==> src/rtl/core/sdtc_pkg.sv <==
// ----------------------------------------------------------------------------
// sdtc_pkg: shared types for the single/double tap classifier
// Event codes, action codes, register indexes and the classifier state word.
// ----------------------------------------------------------------------------
`default_nettype none

package sdtc_pkg;

   localparam int unsigned TIME_W     = 32;
   localparam int unsigned CFG_W      = 16;
   localparam int unsigned CSR_ADDR_W = 8;

   typedef enum logic [1:0] {
      FUNC_PRESS   = 2'd0,
      FUNC_RELEASE = 2'd1,
      FUNC_TICK    = 2'd2,
      FUNC_CANCEL  = 2'd3
   } func_type;

   typedef enum logic [1:0] {
      ACT_NONE   = 2'd0,
      ACT_DOUBLE = 2'd1,
      ACT_SINGLE = 2'd2
   } action_type;

   localparam logic [CSR_ADDR_W-1:0] CSR_DOUBLE_WINDOW = CSR_ADDR_W'(0);
   localparam logic [CSR_ADDR_W-1:0] CSR_TAP_MAX       = CSR_ADDR_W'(1);

   localparam logic [CFG_W-1:0] DOUBLE_WINDOW_RESET = CFG_W'(400);
   localparam logic [CFG_W-1:0] TAP_MAX_RESET       = CFG_W'(300);

   typedef struct packed {
      logic              single_pending;
      logic [TIME_W-1:0] pending_since;
      logic              tap_armed;
      logic [TIME_W-1:0] first_press_time;
      logic              button_held;
      logic [TIME_W-1:0] press_time;
      logic              press_consumed;
   } state_type;

endpackage

`default_nettype wire

==> src/rtl/core/sdtc_eval.sv <==
// ----------------------------------------------------------------------------
// sdtc_eval: next-state and action logic for one button event
// Wrap-safe elapsed times against the window and tap limit, one event per call.
// ----------------------------------------------------------------------------
`default_nettype none

module sdtc_eval (
   input  sdtc_pkg::state_type                  cur_state,
   input  sdtc_pkg::func_type                   func,
   input  logic [sdtc_pkg::TIME_W-1:0]          now_ms,
   input  logic [sdtc_pkg::CFG_W-1:0]           double_window_ms,
   input  logic [sdtc_pkg::CFG_W-1:0]           tap_max_ms,
   output sdtc_pkg::state_type                  nxt_state,
   output sdtc_pkg::action_type                 action
);

   logic [sdtc_pkg::TIME_W-1:0] since_first;
   logic [sdtc_pkg::TIME_W-1:0] since_press;
   logic [sdtc_pkg::TIME_W-1:0] since_pending;
   logic [sdtc_pkg::TIME_W-1:0] window_ext;
   logic [sdtc_pkg::TIME_W-1:0] tap_max_ext;

   assign since_first   = now_ms - cur_state.first_press_time;
   assign since_press   = now_ms - cur_state.press_time;
   assign since_pending = now_ms - cur_state.pending_since;
   assign window_ext    = sdtc_pkg::TIME_W'(double_window_ms);
   assign tap_max_ext   = sdtc_pkg::TIME_W'(tap_max_ms);

   always_comb begin
      nxt_state = cur_state;
      action    = sdtc_pkg::ACT_NONE;
      case (func)
         sdtc_pkg::FUNC_PRESS: begin
            nxt_state.button_held    = 1'b1;
            nxt_state.press_time     = now_ms;
            nxt_state.press_consumed = 1'b0;
            if (cur_state.tap_armed && (since_first <= window_ext)) begin
               nxt_state.single_pending = 1'b0;
               nxt_state.tap_armed      = 1'b0;
               nxt_state.press_consumed = 1'b1;
               action                   = sdtc_pkg::ACT_DOUBLE;
            end else begin
               nxt_state.first_press_time = now_ms;
               nxt_state.tap_armed        = 1'b1;
            end
         end
         sdtc_pkg::FUNC_RELEASE: begin
            nxt_state.button_held    = 1'b0;
            nxt_state.press_consumed = 1'b0;
            if (cur_state.button_held && !cur_state.press_consumed) begin
               if (since_press >= tap_max_ext) begin
                  nxt_state.single_pending = 1'b0;
                  nxt_state.tap_armed      = 1'b0;
               end else begin
                  nxt_state.single_pending = 1'b1;
                  nxt_state.pending_since  = cur_state.press_time;
               end
            end
         end
         sdtc_pkg::FUNC_TICK: begin
            if (cur_state.single_pending && (since_pending > window_ext)) begin
               nxt_state.single_pending = 1'b0;
               nxt_state.tap_armed      = 1'b0;
               action                   = sdtc_pkg::ACT_SINGLE;
            end
         end
         default: begin
            nxt_state = '0;
         end
      endcase
   end

endmodule

`default_nettype wire

==> src/rtl/core/single_double_tap_classifier_core.sv <==
// ----------------------------------------------------------------------------
// single_double_tap_classifier_core: button single/double tap classifier
// Takes press/release/tick/cancel words and returns one action word each.
//
//   port group | direction | handshake         | payload
//   req_       | in        | valid / stall     | func, now_ms
//   rsp_       | out       | valid / stall     | action
//   csr_       | in        | valid / ready     | index, wdata
//
// One word per cycle while rsp_stall is low, via event and result registers.
// The event is registered, evaluated against the state registers, and the
// action is registered while the state updates in the same edge.
// Reset clears state, pipeline valids and restores the register defaults.
// A stalled result holds the event register; req_stall rises only then.
// ----------------------------------------------------------------------------
`default_nettype none

module single_double_tap_classifier_core (
   input  logic                              clock,
   input  logic                              reset,
   input  logic                              req_valid,
   output logic                              req_stall,
   input  logic [1:0]                        req_func,
   input  logic [sdtc_pkg::TIME_W-1:0]       req_now_ms,
   output logic                              rsp_valid,
   input  logic                              rsp_stall,
   output logic [1:0]                        rsp_action,
   input  logic                              csr_valid,
   output logic                              csr_ready,
   input  logic [sdtc_pkg::CSR_ADDR_W-1:0]   csr_index,
   input  logic [sdtc_pkg::CFG_W-1:0]        csr_wdata
);

   logic                          st1_valid_ff;
   sdtc_pkg::func_type            st1_func_ff;
   logic [sdtc_pkg::TIME_W-1:0]   st1_now_ms_ff;
   logic                          out_valid_ff;
   sdtc_pkg::action_type          out_action_ff;
   sdtc_pkg::state_type           state_ff;
   sdtc_pkg::state_type           state_in;
   sdtc_pkg::action_type          action_in;
   logic [sdtc_pkg::CFG_W-1:0]    window_ff;
   logic [sdtc_pkg::CFG_W-1:0]    tap_max_ff;
   logic                          advance;
   logic                          req_take;
   logic                          csr_take;

   assign advance   = st1_valid_ff && (!out_valid_ff || !rsp_stall);
   assign req_stall = st1_valid_ff && !advance;
   assign req_take  = req_valid && !req_stall;
   assign csr_ready = 1'b1;
   assign csr_take  = csr_valid && csr_ready;

   assign rsp_valid  = out_valid_ff;
   assign rsp_action = out_action_ff;

   sdtc_eval u_eval (
      .cur_state        (state_ff),
      .func             (st1_func_ff),
      .now_ms           (st1_now_ms_ff),
      .double_window_ms (window_ff),
      .tap_max_ms       (tap_max_ff),
      .nxt_state        (state_in),
      .action           (action_in)
   );

   // event register
   always_ff @(posedge clock) begin
      if (reset) begin
         st1_valid_ff <= 1'b0;
      end else if (req_take) begin
         st1_valid_ff <= 1'b1;
      end else if (advance) begin
         st1_valid_ff <= 1'b0;
      end
   end

   always_ff @(posedge clock) begin
      if (req_take) begin
         st1_func_ff   <= sdtc_pkg::func_type'(req_func);
         st1_now_ms_ff <= req_now_ms;
      end
   end

   // result register and classifier state
   always_ff @(posedge clock) begin
      if (reset) begin
         out_valid_ff <= 1'b0;
         state_ff     <= '0;
      end else begin
         if (advance) begin
            out_valid_ff <= 1'b1;
            state_ff     <= state_in;
         end else if (!rsp_stall) begin
            out_valid_ff <= 1'b0;
         end
      end
   end

   always_ff @(posedge clock) begin
      if (advance) begin
         out_action_ff <= action_in;
      end
   end

   // configuration registers
   always_ff @(posedge clock) begin
      if (reset) begin
         window_ff  <= sdtc_pkg::DOUBLE_WINDOW_RESET;
         tap_max_ff <= sdtc_pkg::TAP_MAX_RESET;
      end else if (csr_take) begin
         case (csr_index)
            sdtc_pkg::CSR_DOUBLE_WINDOW: window_ff  <= csr_wdata;
            sdtc_pkg::CSR_TAP_MAX:       tap_max_ff <= csr_wdata;
            default: ;
         endcase
      end
   end

   a_double_clears: assert property (@(posedge clock) disable iff (reset)
      (out_valid_ff && out_action_ff == sdtc_pkg::ACT_DOUBLE)
         |-> (!state_ff.single_pending && !state_ff.tap_armed))
      else $error("double tap left a tap armed or pending");

   a_single_clears: assert property (@(posedge clock) disable iff (reset)
      (out_valid_ff && out_action_ff == sdtc_pkg::ACT_SINGLE)
         |-> (!state_ff.single_pending && !state_ff.tap_armed))
      else $error("single tap left a tap armed or pending");

   a_consumed_held: assert property (@(posedge clock) disable iff (reset)
      state_ff.press_consumed |-> state_ff.button_held)
      else $error("consumed press without held button");

   a_stall_needs_word: assert property (@(posedge clock) disable iff (reset)
      !st1_valid_ff |-> !req_stall)
      else $error("input stalled with empty event register");

   a_window_write: assert property (@(posedge clock) disable iff (reset)
      (csr_take && csr_index == sdtc_pkg::CSR_DOUBLE_WINDOW)
         |=> (window_ff == $past(csr_wdata)))
      else $error("double window register write lost");

endmodule

`default_nettype wire

==> config.mk <==
export PLATFORM = sky130hd
export DESIGN_NAME = single_double_tap_classifier_core
export DESIGN_NICKNAME = d
export VERILOG_FILES = /design/src/rtl/core/sdtc_pkg.sv /design/src/rtl/core/sdtc_eval.sv /design/src/rtl/core/single_double_tap_classifier_core.sv
export SDC_FILE = /design/constraint.sdc
export NUM_CORES = 1
export LEC_CHECK = 0
export ABC_AREA = 1
export BUFFER_PORTS_ARGS = -buffer_cell sky130_fd_sc_hd__buf_2
export CAP_MARGIN = 20
export CELL_PAD_IN_SITES_DETAIL_PLACEMENT = 0
export CELL_PAD_IN_SITES_GLOBAL_PLACEMENT = 1
export CORE_MARGIN = 3
export CORE_UTILIZATION = 40
export CTS_CLUSTER_DIAMETER = 50
export DETAILED_ROUTE_END_ITERATION = 12
export PLACE_DENSITY = 0.75
export SYNTH_ARGS = -nofsm -noshare
export SYNTH_HDL_FRONTEND = slang
export SYNTH_SLANG_ARGS = --single-unit
==> constraint.sdc <==
create_clock -name clock -period 3.3 [get_ports clock]
set_input_delay 0.165 -clock clock [delete_from_list [all_inputs] [get_ports clock]]
set_output_delay 0.165 -clock clock [all_outputs]
set_load 0.01 [all_outputs]
==> impl_metrics.ini <==
[global_routing]
grtUsageTotal_pct = 26.8
grt_pass1_wl_microns = 81400
grt_pass1_vias = 15600
grt_max_degree = 99
grt_antenna_before_repair = 0
grt_overflow_total = 0

[die]
dieHeight_microns = 198
dieArea_sq_mm = 0.0392
initial_core_util_pct = 41.0
core_area_sq_mm = 0.0359
io-pin-count = 68
row_count = 69
fp.dieW_microns = 198

[place]
dpl.hpwl_microns = 43000
pre_cts_ws_ns = -0.642
gp_congestion = 0.935
placed_area_sq_mm = 0.0176
port_buffers = 66

[route]
vias = 16400
ant_nets = 0
wl_per_cell_microns = 16.4
drc_errors = 0
wl_microns = 54500
avgViaCountPerCell = 4.95
drt-initial-drc-count = 995
firstDrtPassIters = 5

[clocking]
insertion_delay_ns = 0.46
cts_tree = done
clkTransAtPathRegs_ns = 0.07
root_buffer = clkbuf_16
cts_max_level = 4
numCtsBuffers = 17
cts.path.max_buffers = 2
cts.sinks = 170

[critical_path]
path_buf_inv = 5
r2r_setup_slack_ns = -0.42
worstPathCellList = buf_6 > buf_6 > ha_4 > nand2_2 > inv_4 > nand2_4 > nor3_4 > nand2_2 > nand2_2 > xor2_2 > ha_1 > a21oi_1 > o21ai_0 > nor2_1 > a21oi_2 > nor2_2 > nand3_2 > nor2_4 > buf_6 > nand3_4 > nand2_8 > clkbuf_16 > nand2_1 > a21oi_1
cp.arrival_ns = 4.10
cp.required_ns = 3.68
path_max_fanout = 6
reg2regPathDepth = 24
start_kind = flop
r2r-end = state_ff[34]$_SDFFE_PP0P_
crit_path_end_kind = flop
path_delay_family = simple AND/OR/NAND/NOR gates
cpPeakStageDelay_ns = 0.46
r2r_start = st1_now_ms_ff[12]$_DFFE_PP_
cpMaxStageDelayCell = edfxtp_1
path_class = reg -> reg

[sta]
worst_pin_slew_ns = 1.13
max-slew-margin-rel_pct = 24.7
max_freq_mhz = 269
slew_violations = 0
hold_viol = 0
setup_violations = 69
rsz0062_at_grt = yes
hold_ws_ns = 0.0377
fin_ws_ns = -0.421
finClkSkew_ns = 0.0135
fin_crit_sh_pct = 113
tns_ns = -24.55
fin_crit_ns = 3.72

[worst_hold_path]
hp-class = in -> reg
holdPathEnd = window_ff[0]$_SDFFE_PP0P_
min_from = csr_wdata[0]
hold_depth = 3

[pwr]
powerDensity_mw_per_mm2 = 306
cellLeakagePower_uw = 0.0102
p_switching_uw = 2120
p_sw_share_pct = 33.3
clkPwrFrac_pct = 32.9
pwr-share-seq_pct = 34.9
peakVddDrop_mv = 0.401
internal-power_uw = 4240
power_frac_comb_pct = 32.2

[yosys]
synth_area_sq_mm = 0.0147
syn_inst = 2431
async_flop_share_pct = 0
synth_nets = 2641
synth_edf_count = 36
ys_dominant_reg_cell = dfxtp_1
yosysUniqueCellTypes = 40
syn_avg_cell_area_sq_um = 6.06
synth_warnings = 0
seq_area_frac_synth_pct = 25.5
synth-seq-cells = 170

[cells_and_area]
layout_common_cells = nand2_1, inv_1, buf_4
syn_to_final_growth_pct = 41.1
layout-drive-gt1-share_pct = 25.9
insertedDiodeCount = 0
nets = 3059
layout_commonest_cell = nand2_1
stdcell_area_sq_mm = 0.0208

[job]
maxCapViolCount = 0

[outcome]
failed_checks = setup timing
status = complete, but fails checks
[worst register-to-register path: stages, from the launching register on]
cell and delay [ns]:
edfxtp_1 0.46, buf_6 0.17, buf_6 0.12, ha_4 0.29, nand2_2 0.07, inv_4 0.09
nand2_4 0.06, nor3_4 0.20, nand2_2 0.07, nand2_2 0.10, xor2_2 0.14, ha_1 0.27
a21oi_1 0.16, o21ai_0 0.10, nor2_1 0.12, a21oi_2 0.09, nor2_2 0.16, nand3_2 0.12
nor2_4 0.14, buf_6 0.11, nand3_4 0.11, nand2_8 0.14, clkbuf_16 0.17, nand2_1 0.05
a21oi_1 0.13
[cell type report]
class	count	area (sq um)
Timing Repair Buffer	448	3600
Sequential cell	170	3760
Clock inverter	7	75.1
Fill cell	3495	15100
Inverter	472	1780
Multi-Input combinational cell	1740	10500
Tap cell	461	577
Clock buffer	24	514
[worst max-delay path by stage]
stage / startpoint / endpoint / slack, ns / depth (start not counted)
after detailed placement: st1_now_ms_ff[0]$_DFFE_PP_ / state_ff[74]$_SDFFE_PP0P_ / -0.64 / 25
after CTS: st1_now_ms_ff[8]$_DFFE_PP_ / state_ff[55]$_SDFFE_PP0P_ / -0.43 / 22
after global placement: st1_now_ms_ff[3]$_DFFE_PP_ / state_ff[66]$_SDFFE_PP0P_ / -0.59 / 27
final: st1_now_ms_ff[12]$_DFFE_PP_ / state_ff[34]$_SDFFE_PP0P_ / -0.42 / 24
after global routing: st1_now_ms_ff[12]$_DFFE_PP_ / state_ff[56]$_SDFFE_PP0P_ / -0.72 / 24
after floorplan: st1_now_ms_ff[0]$_DFFE_PP_ / state_ff[68]$_SDFFE_PP0P_ / 0.06 / 25
[per-layer routing]
metal  up-vias  GRT usage [%]  wire, microns
met5         -              0              0
met1      7552           36.2          24800
met3        83           4.05           2510
li1       8430              -              -
met4         0           8.99           1680
met2       375           44.1          25600
[cell families (layout without fill, tap and decap cells)]
logic type | Yosys count | count (layout) | synth area share (%)
flops | 170 | 170 | 25.5
fa+ha+maj | 147 | 147 | 12.6
other cells | 1 | 1 | 0.0255
buf+inv | 521 | 951 | 13.7
simple gates | 1285 | 1285 | 36.2
xor+xnor | 46 | 46 | 2.74
compound gates | 261 | 261 | 9.23
[power by group through the flow]
stage          clock, uW  sequential (uW)  combinational [uW]
6_report            2090             2220                2050
5_1_grt             2220             2220                2270
4_1_cts             2150             2220                1740
3_5_place_dp           0             2270                1630
3_3_place_gp           0             2270                1610
2_1_floorplan          0             2250                 971
[state kept, by name, summed over array words and instances (netlist names)]
signal / cells
rsp_action: 2
rsp_valid: 1
st1_func_ff: 2
st1_now_ms_ff: 32
st1_valid_ff: 1
state_ff: 100
tap_max_ff: 16
window_ff: 16
[metrics by stage]
| step | utilization (%) | total power (uW) | std cells |
|---|---|---|---|
| 2_1_floorplan | - | 3220 | 2431 |
| 3_3_place_gp | 48.9 | 3880 | 3185 |
| 3_5_place_dp | 48.9 | 3900 | 3185 |
| 4_1_cts | 52.8 | 6100 | 3276 |
| 5_1_grt | 57.9 | 6710 | 3322 |
| 6_report | 57.9 | 6360 | 3322 |
[synth_stat cells, types with 2 or more instances]
cell | count | area share (%)
nand2_2 | 3 | 0.13
nand3b_1 | 16 | 0.82
nor2_2 | 8 | 0.34
nor3_2 | 4 | 0.27
nand2_1 | 857 | 22
o21a_1 | 2 | 0.10
nor3b_1 | 2 | 0.10
and3_1 | 4 | 0.17
fa_1 | 3 | 0.41
xor2_1 | 43 | 2.6
nand2_4 | 2 | 0.15
nor4_1 | 4 | 0.17
buf_2 | 6 | 0.20
xnor2_1 | 3 | 0.18
o21ai_0 | 40 | 1.4
nor3_1 | 14 | 0.48
buf_1 | 2 | 0.051
nand3_1 | 132 | 4.5
and2_1 | 7 | 0.30
a21oi_1 | 199 | 6.8
clkbuf_1 | 34 | 0.87
ha_1 | 144 | 12
buf_6 | 6 | 0.46
o211ai_1 | 7 | 0.36
edfxtp_1 | 36 | 7.3
nor2_1 | 175 | 4.5
dfxtp_1 | 134 | 18
nand4_1 | 54 | 2.3
a211oi_1 | 2 | 0.10
o21bai_1 | 6 | 0.31
inv_1 | 460 | 12
a21o_1 | 4 | 0.20
inv_2 | 11 | 0.28
[repair_timing]
| item | CTS | global route |
|---|---|---|
| buffers inserted | 18 | 43 |
| hold buffers | 42 | 0 |
| hold endpoints to repair | 42 | 0 |
| gates cloned | 0 | 7 |
| pin swaps | 16 | 80 |
| gates resized for setup | 50 | 309 |
| endpoints found under the setup margin | 69 | 69 |
Note: power is estimated with default switching activity, not from simulation.
